===== config.mk =====
export PLATFORM = sky130hd
export DESIGN_NAME = nand_command_address_sequencer_flat
export DESIGN_NICKNAME = d
export VERILOG_FILES = /design/src/ncas_pkg.sv /design/src/ncas_if.sv /design/src/nand_command_address_sequencer.sv /design/src/ncas_seq.sv /design/src/flat_wrapper.sv
export SDC_FILE = /design/constraint.sdc
export NUM_CORES = 1
export LEC_CHECK = 0
export BUFFER_PORTS_ARGS = -buffer_cell sky130_fd_sc_hd__buf_2
export CAP_MARGIN = 20
export CORE_MARGIN = 5
export CORE_UTILIZATION = 53
export CTS_CLUSTER_SIZE = 12
export DETAILED_ROUTE_END_ITERATION = 7
export PLACE_DENSITY = 0.85
export SLEW_MARGIN = 20
export SYNTH_ARGS = -nofsm -noshare
export SYNTH_HDL_FRONTEND = slang
export SYNTH_SLANG_ARGS = --single-unit

===== constraint.sdc =====
create_clock -name i_clk -period 4.2 [get_ports i_clk]
set_input_delay 0.84 -clock i_clk [delete_from_list [all_inputs] [get_ports i_clk]]
set_output_delay 0.84 -clock i_clk [all_outputs]
set_load 0.005 [all_outputs]

===== src/ncas_pkg.sv =====
// ----------------------------------------------------------------------------
// ncas_pkg
// Shared types, constants and microcode for the NAND command/address sequencer.
// ----------------------------------------------------------------------------
package ncas_pkg;

    // Request operation codes
    localparam logic [2:0] OP_READ_PAGE   = 3'd0;
    localparam logic [2:0] OP_ERASE_BLOCK = 3'd1;
    localparam logic [2:0] OP_READ_CHIPID = 3'd2;
    localparam logic [2:0] OP_READ_ONFIID = 3'd3;
    localparam logic [2:0] OP_PARAM_PAGE  = 3'd4;
    localparam logic [2:0] OP_RESET       = 3'd5;

    // Configuration register indexes
    localparam int unsigned CFG_IDX_W = 2;
    localparam logic [CFG_IDX_W-1:0] CFG_BUS_16BIT   = 2'd0;
    localparam logic [CFG_IDX_W-1:0] CFG_ROW_CYCLES  = 2'd1;
    localparam logic [CFG_IDX_W-1:0] CFG_COL_CYCLES  = 2'd2;
    localparam logic [CFG_IDX_W-1:0] CFG_PAGE_BITS   = 2'd3;
    localparam int unsigned CFG_DATA_W = 5;

    // Field widths
    localparam int unsigned OP_W    = 3;
    localparam int unsigned BLOCK_W = 24;
    localparam int unsigned PAGE_W  = 16;
    localparam int unsigned COUNT_W = 16;
    localparam int unsigned VALUE_W = 16;
    localparam int unsigned ROWS_W  = 4;
    localparam int unsigned COLS_W  = 3;
    localparam int unsigned SHIFT_W = 5;

    // Row address: block shifted by up to 31 bits, rounded up to whole bytes
    localparam int unsigned ROW_W = 56;

    localparam logic [ROWS_W-1:0] MAX_ROW_BYTES    = 4'd8;
    localparam logic [COLS_W-1:0] MAX_COLUMN_BYTES = 3'd4;

    // ONFI opcodes and fixed values
    localparam logic [VALUE_W-1:0] CMD_READ_1     = 16'h0000;
    localparam logic [VALUE_W-1:0] CMD_READ_2     = 16'h0030;
    localparam logic [VALUE_W-1:0] CMD_ERASE_1    = 16'h0060;
    localparam logic [VALUE_W-1:0] CMD_ERASE_2    = 16'h00D0;
    localparam logic [VALUE_W-1:0] CMD_READ_ID    = 16'h0090;
    localparam logic [VALUE_W-1:0] CMD_PARAM_PAGE = 16'h00EC;
    localparam logic [VALUE_W-1:0] CMD_RESET      = 16'h00FF;
    localparam logic [VALUE_W-1:0] ID_ADDR_CHIP   = 16'h0000;
    localparam logic [VALUE_W-1:0] ID_ADDR_ONFI   = 16'h0020;
    localparam logic [VALUE_W-1:0] ZERO_BYTE      = 16'h0000;
    localparam logic [VALUE_W-1:0] CHIP_ID_WORDS  = 16'd5;
    localparam logic [VALUE_W-1:0] ONFI_ID_WORDS  = 16'd4;
    localparam logic [VALUE_W-1:0] PARAM_WORDS    = 16'd768;

    typedef enum logic [1:0] {
        KIND_CMD  = 2'd0,
        KIND_ADDR = 2'd1,
        KIND_READ = 2'd2
    } t_kind;

    // Where the emitted value comes from
    typedef enum logic [1:0] {
        VSEL_CONST = 2'd0,
        VSEL_ROW   = 2'd1,
        VSEL_WORDS = 2'd2
    } t_vsel;

    // How many times a control word repeats
    typedef enum logic [1:0] {
        RSEL_ONCE = 2'd0,
        RSEL_COLS = 2'd1,
        RSEL_ROWS = 2'd2
    } t_rsel;

    typedef struct packed {
        t_kind               kind;
        t_vsel               vsel;
        logic [VALUE_W-1:0]  value;
        t_rsel               rsel;
        logic                fin;
    } t_uword;

    localparam int unsigned PC_W = 5;

    localparam logic [PC_W-1:0] ENTRY_READ_PAGE   = 5'd0;
    localparam logic [PC_W-1:0] ENTRY_ERASE_BLOCK = 5'd5;
    localparam logic [PC_W-1:0] ENTRY_READ_CHIPID = 5'd8;
    localparam logic [PC_W-1:0] ENTRY_READ_ONFIID = 5'd11;
    localparam logic [PC_W-1:0] ENTRY_PARAM_PAGE  = 5'd14;
    localparam logic [PC_W-1:0] ENTRY_RESET       = 5'd17;

    // Control handed from the sequencer to the datapath
    typedef struct packed {
        logic                busy;
        logic                emit;
        t_kind               kind;
        t_vsel               vsel;
        logic [VALUE_W-1:0]  value;
        logic                fin;
    } t_seq_ctl;

    function automatic logic op_known(input logic [OP_W-1:0] op);
        return (op <= OP_RESET);
    endfunction

    function automatic logic [PC_W-1:0] op_entry(input logic [OP_W-1:0] op);
        logic [PC_W-1:0] e;
        case (op)
            OP_READ_PAGE:   e = ENTRY_READ_PAGE;
            OP_ERASE_BLOCK: e = ENTRY_ERASE_BLOCK;
            OP_READ_CHIPID: e = ENTRY_READ_CHIPID;
            OP_READ_ONFIID: e = ENTRY_READ_ONFIID;
            OP_PARAM_PAGE:  e = ENTRY_PARAM_PAGE;
            OP_RESET:       e = ENTRY_RESET;
            default:        e = ENTRY_RESET;
        endcase
        return e;
    endfunction

    // Microcode program, one control word per step
    function automatic t_uword ucode_word(input logic [PC_W-1:0] addr);
        t_uword w;
        case (addr)
            // Page read
            5'd0:  w = '{KIND_CMD,  VSEL_CONST, CMD_READ_1,     RSEL_ONCE, 1'b0};
            5'd1:  w = '{KIND_ADDR, VSEL_CONST, ZERO_BYTE,      RSEL_COLS, 1'b0};
            5'd2:  w = '{KIND_ADDR, VSEL_ROW,   ZERO_BYTE,      RSEL_ROWS, 1'b0};
            5'd3:  w = '{KIND_CMD,  VSEL_CONST, CMD_READ_2,     RSEL_ONCE, 1'b0};
            5'd4:  w = '{KIND_READ, VSEL_WORDS, ZERO_BYTE,      RSEL_ONCE, 1'b1};
            // Block erase
            5'd5:  w = '{KIND_CMD,  VSEL_CONST, CMD_ERASE_1,    RSEL_ONCE, 1'b0};
            5'd6:  w = '{KIND_ADDR, VSEL_ROW,   ZERO_BYTE,      RSEL_ROWS, 1'b0};
            5'd7:  w = '{KIND_CMD,  VSEL_CONST, CMD_ERASE_2,    RSEL_ONCE, 1'b1};
            // Chip ID
            5'd8:  w = '{KIND_CMD,  VSEL_CONST, CMD_READ_ID,    RSEL_ONCE, 1'b0};
            5'd9:  w = '{KIND_ADDR, VSEL_CONST, ID_ADDR_CHIP,   RSEL_ONCE, 1'b0};
            5'd10: w = '{KIND_READ, VSEL_CONST, CHIP_ID_WORDS,  RSEL_ONCE, 1'b1};
            // ONFI signature
            5'd11: w = '{KIND_CMD,  VSEL_CONST, CMD_READ_ID,    RSEL_ONCE, 1'b0};
            5'd12: w = '{KIND_ADDR, VSEL_CONST, ID_ADDR_ONFI,   RSEL_ONCE, 1'b0};
            5'd13: w = '{KIND_READ, VSEL_CONST, ONFI_ID_WORDS,  RSEL_ONCE, 1'b1};
            // Parameter page
            5'd14: w = '{KIND_CMD,  VSEL_CONST, CMD_PARAM_PAGE, RSEL_ONCE, 1'b0};
            5'd15: w = '{KIND_ADDR, VSEL_CONST, ZERO_BYTE,      RSEL_ONCE, 1'b0};
            5'd16: w = '{KIND_READ, VSEL_CONST, PARAM_WORDS,    RSEL_ONCE, 1'b1};
            // Reset
            5'd17: w = '{KIND_CMD,  VSEL_CONST, CMD_RESET,      RSEL_ONCE, 1'b1};
            default: w = '{KIND_CMD, VSEL_CONST, CMD_RESET,     RSEL_ONCE, 1'b1};
        endcase
        return w;
    endfunction

endpackage


===== src/ncas_if.sv =====
// ----------------------------------------------------------------------------
// ncas_if
// Valid/ready channels for requests, bus cycles and configuration writes.
// ----------------------------------------------------------------------------
interface ncas_req_if;
    import ncas_pkg::*;
    logic                valid;
    logic                ready;
    logic [OP_W-1:0]     op;
    logic [BLOCK_W-1:0]  block_index;
    logic [PAGE_W-1:0]   page_index;
    logic [COUNT_W-1:0]  byte_count;

    modport source (output valid, op, block_index, page_index, byte_count, input ready);
    modport sink   (input valid, op, block_index, page_index, byte_count, output ready);
endinterface

interface ncas_cyc_if;
    import ncas_pkg::*;
    logic                valid;
    logic                ready;
    logic [1:0]          cycle_kind;
    logic [VALUE_W-1:0]  cycle_value;
    logic                last;

    modport source (output valid, cycle_kind, cycle_value, last, input ready);
    modport sink   (input valid, cycle_kind, cycle_value, last, output ready);
endinterface

interface ncas_cfg_if;
    import ncas_pkg::*;
    logic                   valid;
    logic                   ready;
    logic [CFG_IDX_W-1:0]   index;
    logic [CFG_DATA_W-1:0]  data;

    modport source (output valid, index, data, input ready);
    modport sink   (input valid, index, data, output ready);
endinterface


===== src/nand_command_address_sequencer.sv =====
// ----------------------------------------------------------------------------
// nand_command_address_sequencer
// Expands one flash request into the ordered ONFI command, address and read
// cycles, driven by a small microcode program.
// ----------------------------------------------------------------------------
// The request is registered into the sequencer, which then loads each bus cycle
// into the output register. Bus cycles: one per clock while the output register
// is free, up to 15 per request; an empty address group is stepped over without
// a bus cycle. The next request is accepted only once the final cycle has entered
// the output register.
// Reset (synchronous, active low) idles the sequencer, drops the output and
// restores the default configuration: 8-bit bus, 3 row, 2 column, 6 page bits.
module nand_command_address_sequencer (
    input  logic        i_clk,
    input  logic        i_rst_n,
    ncas_req_if.sink    i_req,
    ncas_cyc_if.source  o_cyc,
    ncas_cfg_if.sink    i_cfg
);
    import ncas_pkg::*;

    logic                r_bus16;
    logic [ROWS_W-1:0]   r_rows;
    logic [COLS_W-1:0]   r_cols;
    logic [SHIFT_W-1:0]  r_pab;

    logic [ROW_W-1:0]    r_row, n_row;
    logic [COUNT_W-1:0]  r_words, n_words;

    logic                r_out_valid;
    t_kind               r_out_kind;
    logic [VALUE_W-1:0]  r_out_value;
    logic                r_out_last;
    logic [VALUE_W-1:0]  n_out_value;

    t_seq_ctl            ctl;
    logic                req_xfer;
    logic                start;
    logic                out_free;
    logic [ROW_W-1:0]    shifted;

    assign i_cfg.ready = 1'b1;

    always_ff @(posedge i_clk) begin
        if (!i_rst_n) begin
            r_bus16 <= 1'b0;
            r_rows  <= 4'd3;
            r_cols  <= 3'd2;
            r_pab   <= 5'd6;
        end else if (i_cfg.valid) begin
            case (i_cfg.index)
                CFG_BUS_16BIT:  r_bus16 <= i_cfg.data[0];
                CFG_ROW_CYCLES: r_rows  <= i_cfg.data[ROWS_W-1:0];
                CFG_COL_CYCLES: r_cols  <= i_cfg.data[COLS_W-1:0];
                CFG_PAGE_BITS:  r_pab   <= i_cfg.data[SHIFT_W-1:0];
                default: ;
            endcase
        end
    end

    assign i_req.ready = !ctl.busy;
    assign req_xfer    = i_req.valid && i_req.ready;
    // Unused operation codes are taken and produce no bus cycles.
    assign start       = req_xfer && op_known(i_req.op);
    assign out_free    = !r_out_valid || o_cyc.ready;

    ncas_seq u_seq (
        .i_clk      (i_clk),
        .i_rst_n    (i_rst_n),
        .i_start    (start),
        .i_entry    (op_entry(i_req.op)),
        .i_out_free (out_free),
        .i_cols     (r_cols),
        .i_rows     (r_rows),
        .o_ctl      (ctl)
    );

    assign shifted = {{(ROW_W-BLOCK_W){1'b0}}, i_req.block_index} << r_pab;

    // Row address is built once per request and shifted out a byte at a time.
    always_comb begin
        n_row   = r_row;
        n_words = r_words;
        if (start) begin
            if (i_req.op == OP_READ_PAGE) begin
                n_row = shifted | {{(ROW_W-PAGE_W){1'b0}}, i_req.page_index};
            end else begin
                n_row = shifted;
            end
            n_words = r_bus16 ? {1'b0, i_req.byte_count[COUNT_W-1:1]}
                              : i_req.byte_count;
        end else if (ctl.emit && (ctl.vsel == VSEL_ROW)) begin
            n_row = {8'h00, r_row[ROW_W-1:8]};
        end
    end

    always_ff @(posedge i_clk) begin
        r_row   <= n_row;
        r_words <= n_words;
    end

    always_comb begin
        case (ctl.vsel)
            VSEL_CONST: n_out_value = ctl.value;
            VSEL_ROW:   n_out_value = {8'h00, r_row[7:0]};
            VSEL_WORDS: n_out_value = r_words;
            default:    n_out_value = ctl.value;
        endcase
    end

    always_ff @(posedge i_clk) begin
        if (!i_rst_n) begin
            r_out_valid <= 1'b0;
        end else if (ctl.emit) begin
            r_out_valid <= 1'b1;
        end else if (o_cyc.ready) begin
            r_out_valid <= 1'b0;
        end
    end

    always_ff @(posedge i_clk) begin
        if (ctl.emit) begin
            r_out_kind  <= ctl.kind;
            r_out_value <= n_out_value;
            r_out_last  <= ctl.fin;
        end
    end

    assign o_cyc.valid       = r_out_valid;
    assign o_cyc.cycle_kind  = r_out_kind;
    assign o_cyc.cycle_value = r_out_value;
    assign o_cyc.last        = r_out_last;

endmodule


===== src/ncas_seq.sv =====
// ----------------------------------------------------------------------------
// ncas_seq
// Microcode sequencer: program counter, repeat counter and control word fetch.
// ----------------------------------------------------------------------------
module ncas_seq (
    input  logic                         i_clk,
    input  logic                         i_rst_n,
    input  logic                         i_start,
    input  logic [ncas_pkg::PC_W-1:0]    i_entry,
    input  logic                         i_out_free,
    input  logic [ncas_pkg::COLS_W-1:0]  i_cols,
    input  logic [ncas_pkg::ROWS_W-1:0]  i_rows,
    output ncas_pkg::t_seq_ctl           o_ctl
);
    import ncas_pkg::*;

    logic [PC_W-1:0]   r_pc, n_pc;
    logic [ROWS_W-1:0] r_idx, n_idx;
    logic              r_busy, n_busy;

    t_uword            w;
    logic [ROWS_W-1:0] cnt;
    logic [ROWS_W-1:0] idx_inc;
    logic              run;
    logic              skip;
    logic              emit;

    assign w       = ucode_word(r_pc);
    assign idx_inc = r_idx + 1'b1;

    // Repeat count of the current word, clamped to the supported maximum
    always_comb begin
        case (w.rsel)
            RSEL_ONCE: cnt = 4'd1;
            RSEL_COLS: cnt = (i_cols > MAX_COLUMN_BYTES) ? {1'b0, MAX_COLUMN_BYTES}
                                                         : {1'b0, i_cols};
            RSEL_ROWS: cnt = (i_rows > MAX_ROW_BYTES) ? MAX_ROW_BYTES : i_rows;
            default:   cnt = 4'd1;
        endcase
    end

    // A word whose count is zero is stepped over without a transfer.
    assign run  = r_busy && (r_idx < cnt);
    assign skip = r_busy && !(r_idx < cnt);
    assign emit = run && i_out_free;

    always_comb begin
        n_pc   = r_pc;
        n_idx  = r_idx;
        n_busy = r_busy;
        if (i_start) begin
            n_pc   = i_entry;
            n_idx  = '0;
            n_busy = 1'b1;
        end else if (skip) begin
            n_pc  = r_pc + 1'b1;
            n_idx = '0;
        end else if (emit) begin
            if (idx_inc == cnt) begin
                n_idx = '0;
                if (w.fin) begin
                    n_busy = 1'b0;
                end else begin
                    n_pc = r_pc + 1'b1;
                end
            end else begin
                n_idx = idx_inc;
            end
        end
    end

    always_ff @(posedge i_clk) begin
        if (!i_rst_n) begin
            r_pc   <= '0;
            r_idx  <= '0;
            r_busy <= 1'b0;
        end else begin
            r_pc   <= n_pc;
            r_idx  <= n_idx;
            r_busy <= n_busy;
        end
    end

    assign o_ctl.busy  = r_busy;
    assign o_ctl.emit  = emit;
    assign o_ctl.kind  = w.kind;
    assign o_ctl.vsel  = w.vsel;
    assign o_ctl.value = w.value;
    assign o_ctl.fin   = w.fin;

endmodule


===== src/flat_wrapper.sv =====
// flat-port wrapper written by rule: the top's interface ports become plain ports
module nand_command_address_sequencer_flat import ncas_pkg::*;
  (i_clk, i_rst_n, i_req_valid, i_req_op, i_req_block_index, i_req_page_index, i_req_byte_count, i_req_ready, o_cyc_valid, o_cyc_cycle_kind, o_cyc_cycle_value, o_cyc_last, o_cyc_ready, i_cfg_valid, i_cfg_index, i_cfg_data, i_cfg_ready);
  ncas_req_if i_req_i ();
  ncas_cyc_if o_cyc_i ();
  ncas_cfg_if i_cfg_i ();
  input  logic i_clk;
  input  logic i_rst_n;
  input wire logic [$bits(i_req_i.valid)-1:0] i_req_valid;
  input wire logic [$bits(i_req_i.op)-1:0] i_req_op;
  input wire logic [$bits(i_req_i.block_index)-1:0] i_req_block_index;
  input wire logic [$bits(i_req_i.page_index)-1:0] i_req_page_index;
  input wire logic [$bits(i_req_i.byte_count)-1:0] i_req_byte_count;
  output wire logic [$bits(i_req_i.ready)-1:0] i_req_ready;
  output wire logic [$bits(o_cyc_i.valid)-1:0] o_cyc_valid;
  output wire logic [$bits(o_cyc_i.cycle_kind)-1:0] o_cyc_cycle_kind;
  output wire logic [$bits(o_cyc_i.cycle_value)-1:0] o_cyc_cycle_value;
  output wire logic [$bits(o_cyc_i.last)-1:0] o_cyc_last;
  input wire logic [$bits(o_cyc_i.ready)-1:0] o_cyc_ready;
  input wire logic [$bits(i_cfg_i.valid)-1:0] i_cfg_valid;
  input wire logic [$bits(i_cfg_i.index)-1:0] i_cfg_index;
  input wire logic [$bits(i_cfg_i.data)-1:0] i_cfg_data;
  output wire logic [$bits(i_cfg_i.ready)-1:0] i_cfg_ready;
  assign i_req_i.valid = i_req_valid;
  assign i_req_i.op = i_req_op;
  assign i_req_i.block_index = i_req_block_index;
  assign i_req_i.page_index = i_req_page_index;
  assign i_req_i.byte_count = i_req_byte_count;
  assign i_req_ready = i_req_i.ready;
  assign o_cyc_valid = o_cyc_i.valid;
  assign o_cyc_cycle_kind = o_cyc_i.cycle_kind;
  assign o_cyc_cycle_value = o_cyc_i.cycle_value;
  assign o_cyc_last = o_cyc_i.last;
  assign o_cyc_i.ready = o_cyc_ready;
  assign i_cfg_i.valid = i_cfg_valid;
  assign i_cfg_i.index = i_cfg_index;
  assign i_cfg_i.data = i_cfg_data;
  assign i_cfg_ready = i_cfg_i.ready;
  nand_command_address_sequencer u_core (.i_clk(i_clk), .i_rst_n(i_rst_n), .i_req(i_req_i), .o_cyc(o_cyc_i), .i_cfg(i_cfg_i));
endmodule

==> qor.txt <==
DRC: 0
# setup viols final: 0
Total track usage: 21.48%
Num CTS Buffers: 17
R2R Path Start: u_core.u_seq.w[1]
Clock-pin slew on the worst setup and hold paths: 0.06 ns
Chip Width: 127.2 µm
I/O pin count: 93
Synthesized cell area: 7277 µm²
Synth warn: 0
CP startpoint kind: flip-flop
Commonest non-fill, non-tap cell in the layout: buf_2
Status: complete, no violations
Total congestion overflow: 0
Startpoint of the worst hold path: u_core.u_seq.w[22]
Critical-path maximum fanout: 5
IO Port Bufs: 91
CTS Root Cell: clkbuf_16
Met2 GRT Util: 35.18%
Worst Path Buf+Inv: 4
Crit-path cells: inv_1 -> ha_1 -> nor4bb_2 -> a41oi_2 -> ha_1 -> nand2b_1 -> a21oi_1 -> or4b_4 -> o31ai_4 -> nor2_1 -> o31ai_4 -> inv_1 -> buf_4 -> ha_1 -> inv_1 -> o21ai_0 -> o22ai_1 -> a211oi_2
Setup CP Type: reg2reg
Post-DRT Antenna Nets: 0
Placed insts: 909
Number of synthesized flops with an enable pin: 90
Routing usage on met1: 27.01%
Worst-case reg-to-reg path depth: 18
Vias: 5717
Gr busiest metal: met2
Largest net degree at the start of global routing: 62
Minimum clock period: 3.928 ns
Synth-to-Final Area Change: 16.61%
Initial antenna violation count: 0
WL final: 17160 µm
Synth Flop Type: edfxtp_1
Pleak: 3.315 nW
Clock Skew: 0.008092 ns
Non-Filler Instances: 942
Die Y: 127.2 µm
Maximum vdd drop: 0.0002933 V
Post-synthesis register bit count: 129
Worst path max stage delay: 0.55 ns
Routed vias/inst: 6.069
CP required: 4.51 ns
Hold crit path type: reg2reg
CTS H-tree lvls: 4
Reg2reg end: u_core.u_seq.w[10]
Synth Area per Inst: 10.84 µm²
1st-iter DRT viols: 629
Sequential fraction of the synthesis area: 47.87%
Row count: 42
RSZ-0062 raised after global routing: false
Clock sink count: 129
Syn Nets: 757
Post-Syn Instances: 671
Vias in the first global route: 5558
Share of cells above drive strength 1: 27.42%
Fraction of registers with async set/reset: 0%
Relative slew slack: 33.59%
Yosys cell types: 68
Die footprint: 16170 µm²
Detailed placement HPWL: 12420 µm
Max Cap Viol: 0
Tot Pwr: 3.706 mW
Power Dens Cells: 436.7 nW/µm²
Initial Util: 54.52%
Worst path top cell family by delay: simple AND/OR/NAND/NOR gates
Antenna cell count: 0
Hold EP: u_core.o_cyc.cycle_kind[1]
First-pass GRT wire length: 27770 µm
Final Max Slew Viols: 0
Final nets: 839
Grt met3 use: 5.426%
Drt first pass iters: 5
Max stage delay cell, worst path: or4b_4
WHS Path Cells: 0
CTS tree: yes
Most frequent cells in the layout: buf_2, edfxtp_1, nand2_1
Worst EP arrival: 4.24 ns
Finished Core Util: 63.57%
Worst-Skew Late Latency: 0.42 ns
F_max: 254.6 MHz
Crit end category: flip-flop
Core area: 13350 µm²
R2R setup slack: 0.27 ns
Period utilization: 93.53%
DR WL/cell: 18.21 µm
Clk buf depth: 2
Worst Tran Pin Value: 0.9908 ns
Setup TNS: 0 ns
WHS: 0.4028 ns
Final Hold Fails: 0
Placer Congestion: 0.9144
-- per-stage QoR --
| stage | worst slack (ns) | cell area (µm²) |
|---|---|---|
| 3_3_place_gp | 0.3268 | 7871 |
| 3_5_place_dp | 0.1790 | 7871 |
| 2_1_floorplan | 0.1853 | 7277 |
| 4_1_cts | 0.1585 | 8456 |
| 6_report | 0.2719 | 8486 |
| 5_1_grt | 0.02335 | 8486 |
-- registers in the layout, summed over array words and instances, names as in the netlist, 2 cells and up --
register / flops
u_core.r_row: 55
u_core.r_pab: 5
u_core.u_seq.r_idx: 4
u_core.r_rows: 4
u_core.u_seq.w: 15
u_core.u_seq.r_pc: 5
u_core.o_cyc.cycle_kind: 2
u_core.r_words: 16
u_core.o_cyc.cycle_value: 16
u_core.r_cols: 3
-- metal layers --
| layer | vias up | wire length [µm] |
|---|---|---|
| li1 | 2704 | - |
| met1 | 2725 | 6860 |
| met2 | 248 | 8404 |
| met3 | 40 | 1322 |
| met4 | 0 | 571 |
| met5 | - | 0 |
-- cells in the mapped netlist, drive strengths merged (5+ instances only) --
library cell	number	area [µm²]
buf	16	95.09
a22oi	21	157.7
dfxtp	39	780.8
nor2b	16	100.1
inv	22	82.58
and3	5	31.28
nand3b	6	45.04
nor2	37	156.4
a21oi	31	155.2
a221o	7	70.07
nand2b	6	37.54
and2	8	50.05
nand2	76	285.3
o31ai	5	65.06
nor3	18	95.09
o21a	9	67.56
mux4	13	292.8
o21ai	56	280.3
ha	15	187.7
clkbuf	27	101.4
nand3	9	45.04
o221ai	11	96.34
a31oi	7	43.79
mux2i	35	350.3
edfxtp	90	2703
mux2	32	364.1
a22o	7	61.31
-- how the worst max path moves through the flow --
stage | from | to | cells after the start
2_1_floorplan | u_core.u_seq.w[1] | u_core.u_seq.w[10] | 17
3_3_place_gp | u_core.u_seq.w[1] | u_core.u_seq.w[10] | 17
3_5_place_dp | u_core.u_seq.w[1] | u_core.u_seq.w[10] | 17
4_1_cts | u_core.u_seq.w[1] | u_core.u_seq.w[10] | 17
5_1_grt | u_core.u_seq.w[1] | u_core.u_seq.w[10] | 18
6_report | u_core.u_seq.w[1] | u_core.u_seq.w[10] | 18
-- cell type report --
cell class	instances	area, µm²
sequential	129	3485
tap	176	220.2
fill	1056	4862
multi-input combinational	477	3546
timing repair buffer	106	568.0
clock buffer	17	425.4
clock inverter	15	158.9
inverter	22	82.58
-- logic make-up (layout without fill, tap and decap cells) --
kind of cell | after synthesis | after routing | share of synthesized area, %
other | 1 | 1 | 0.05153
xor gates and xnor gates | 5 | 5 | 0.9114
muxes | 80 | 80 | 13.84
AOI/OAI and AO/OA | 181 | 181 | 17.43
adders and majority gates | 15 | 15 | 2.579
and+or+nand+nor | 195 | 195 | 13.48
DFF | 129 | 129 | 47.87
buffers and inverters | 65 | 160 | 3.834
-- repair_timing --
action | 4_1_cts | 5_1_grt
hold endpoints to repair | 0 | 0
setup endpoints to repair | 0 | 3
setup buffers | 0 | 1
gates resized for setup | 0 | 5
hold buffers | 0 | 0
-- report_power, final --
| part | internal (mW) | switching, mW |
|---|---|---|
| Clock | 0.877 | 0.568 |
| Combinational | 0.288 | 0.398 |
| Sequential | 1.52 | 0.0566 |
Power figures use the tool's default switching activity.
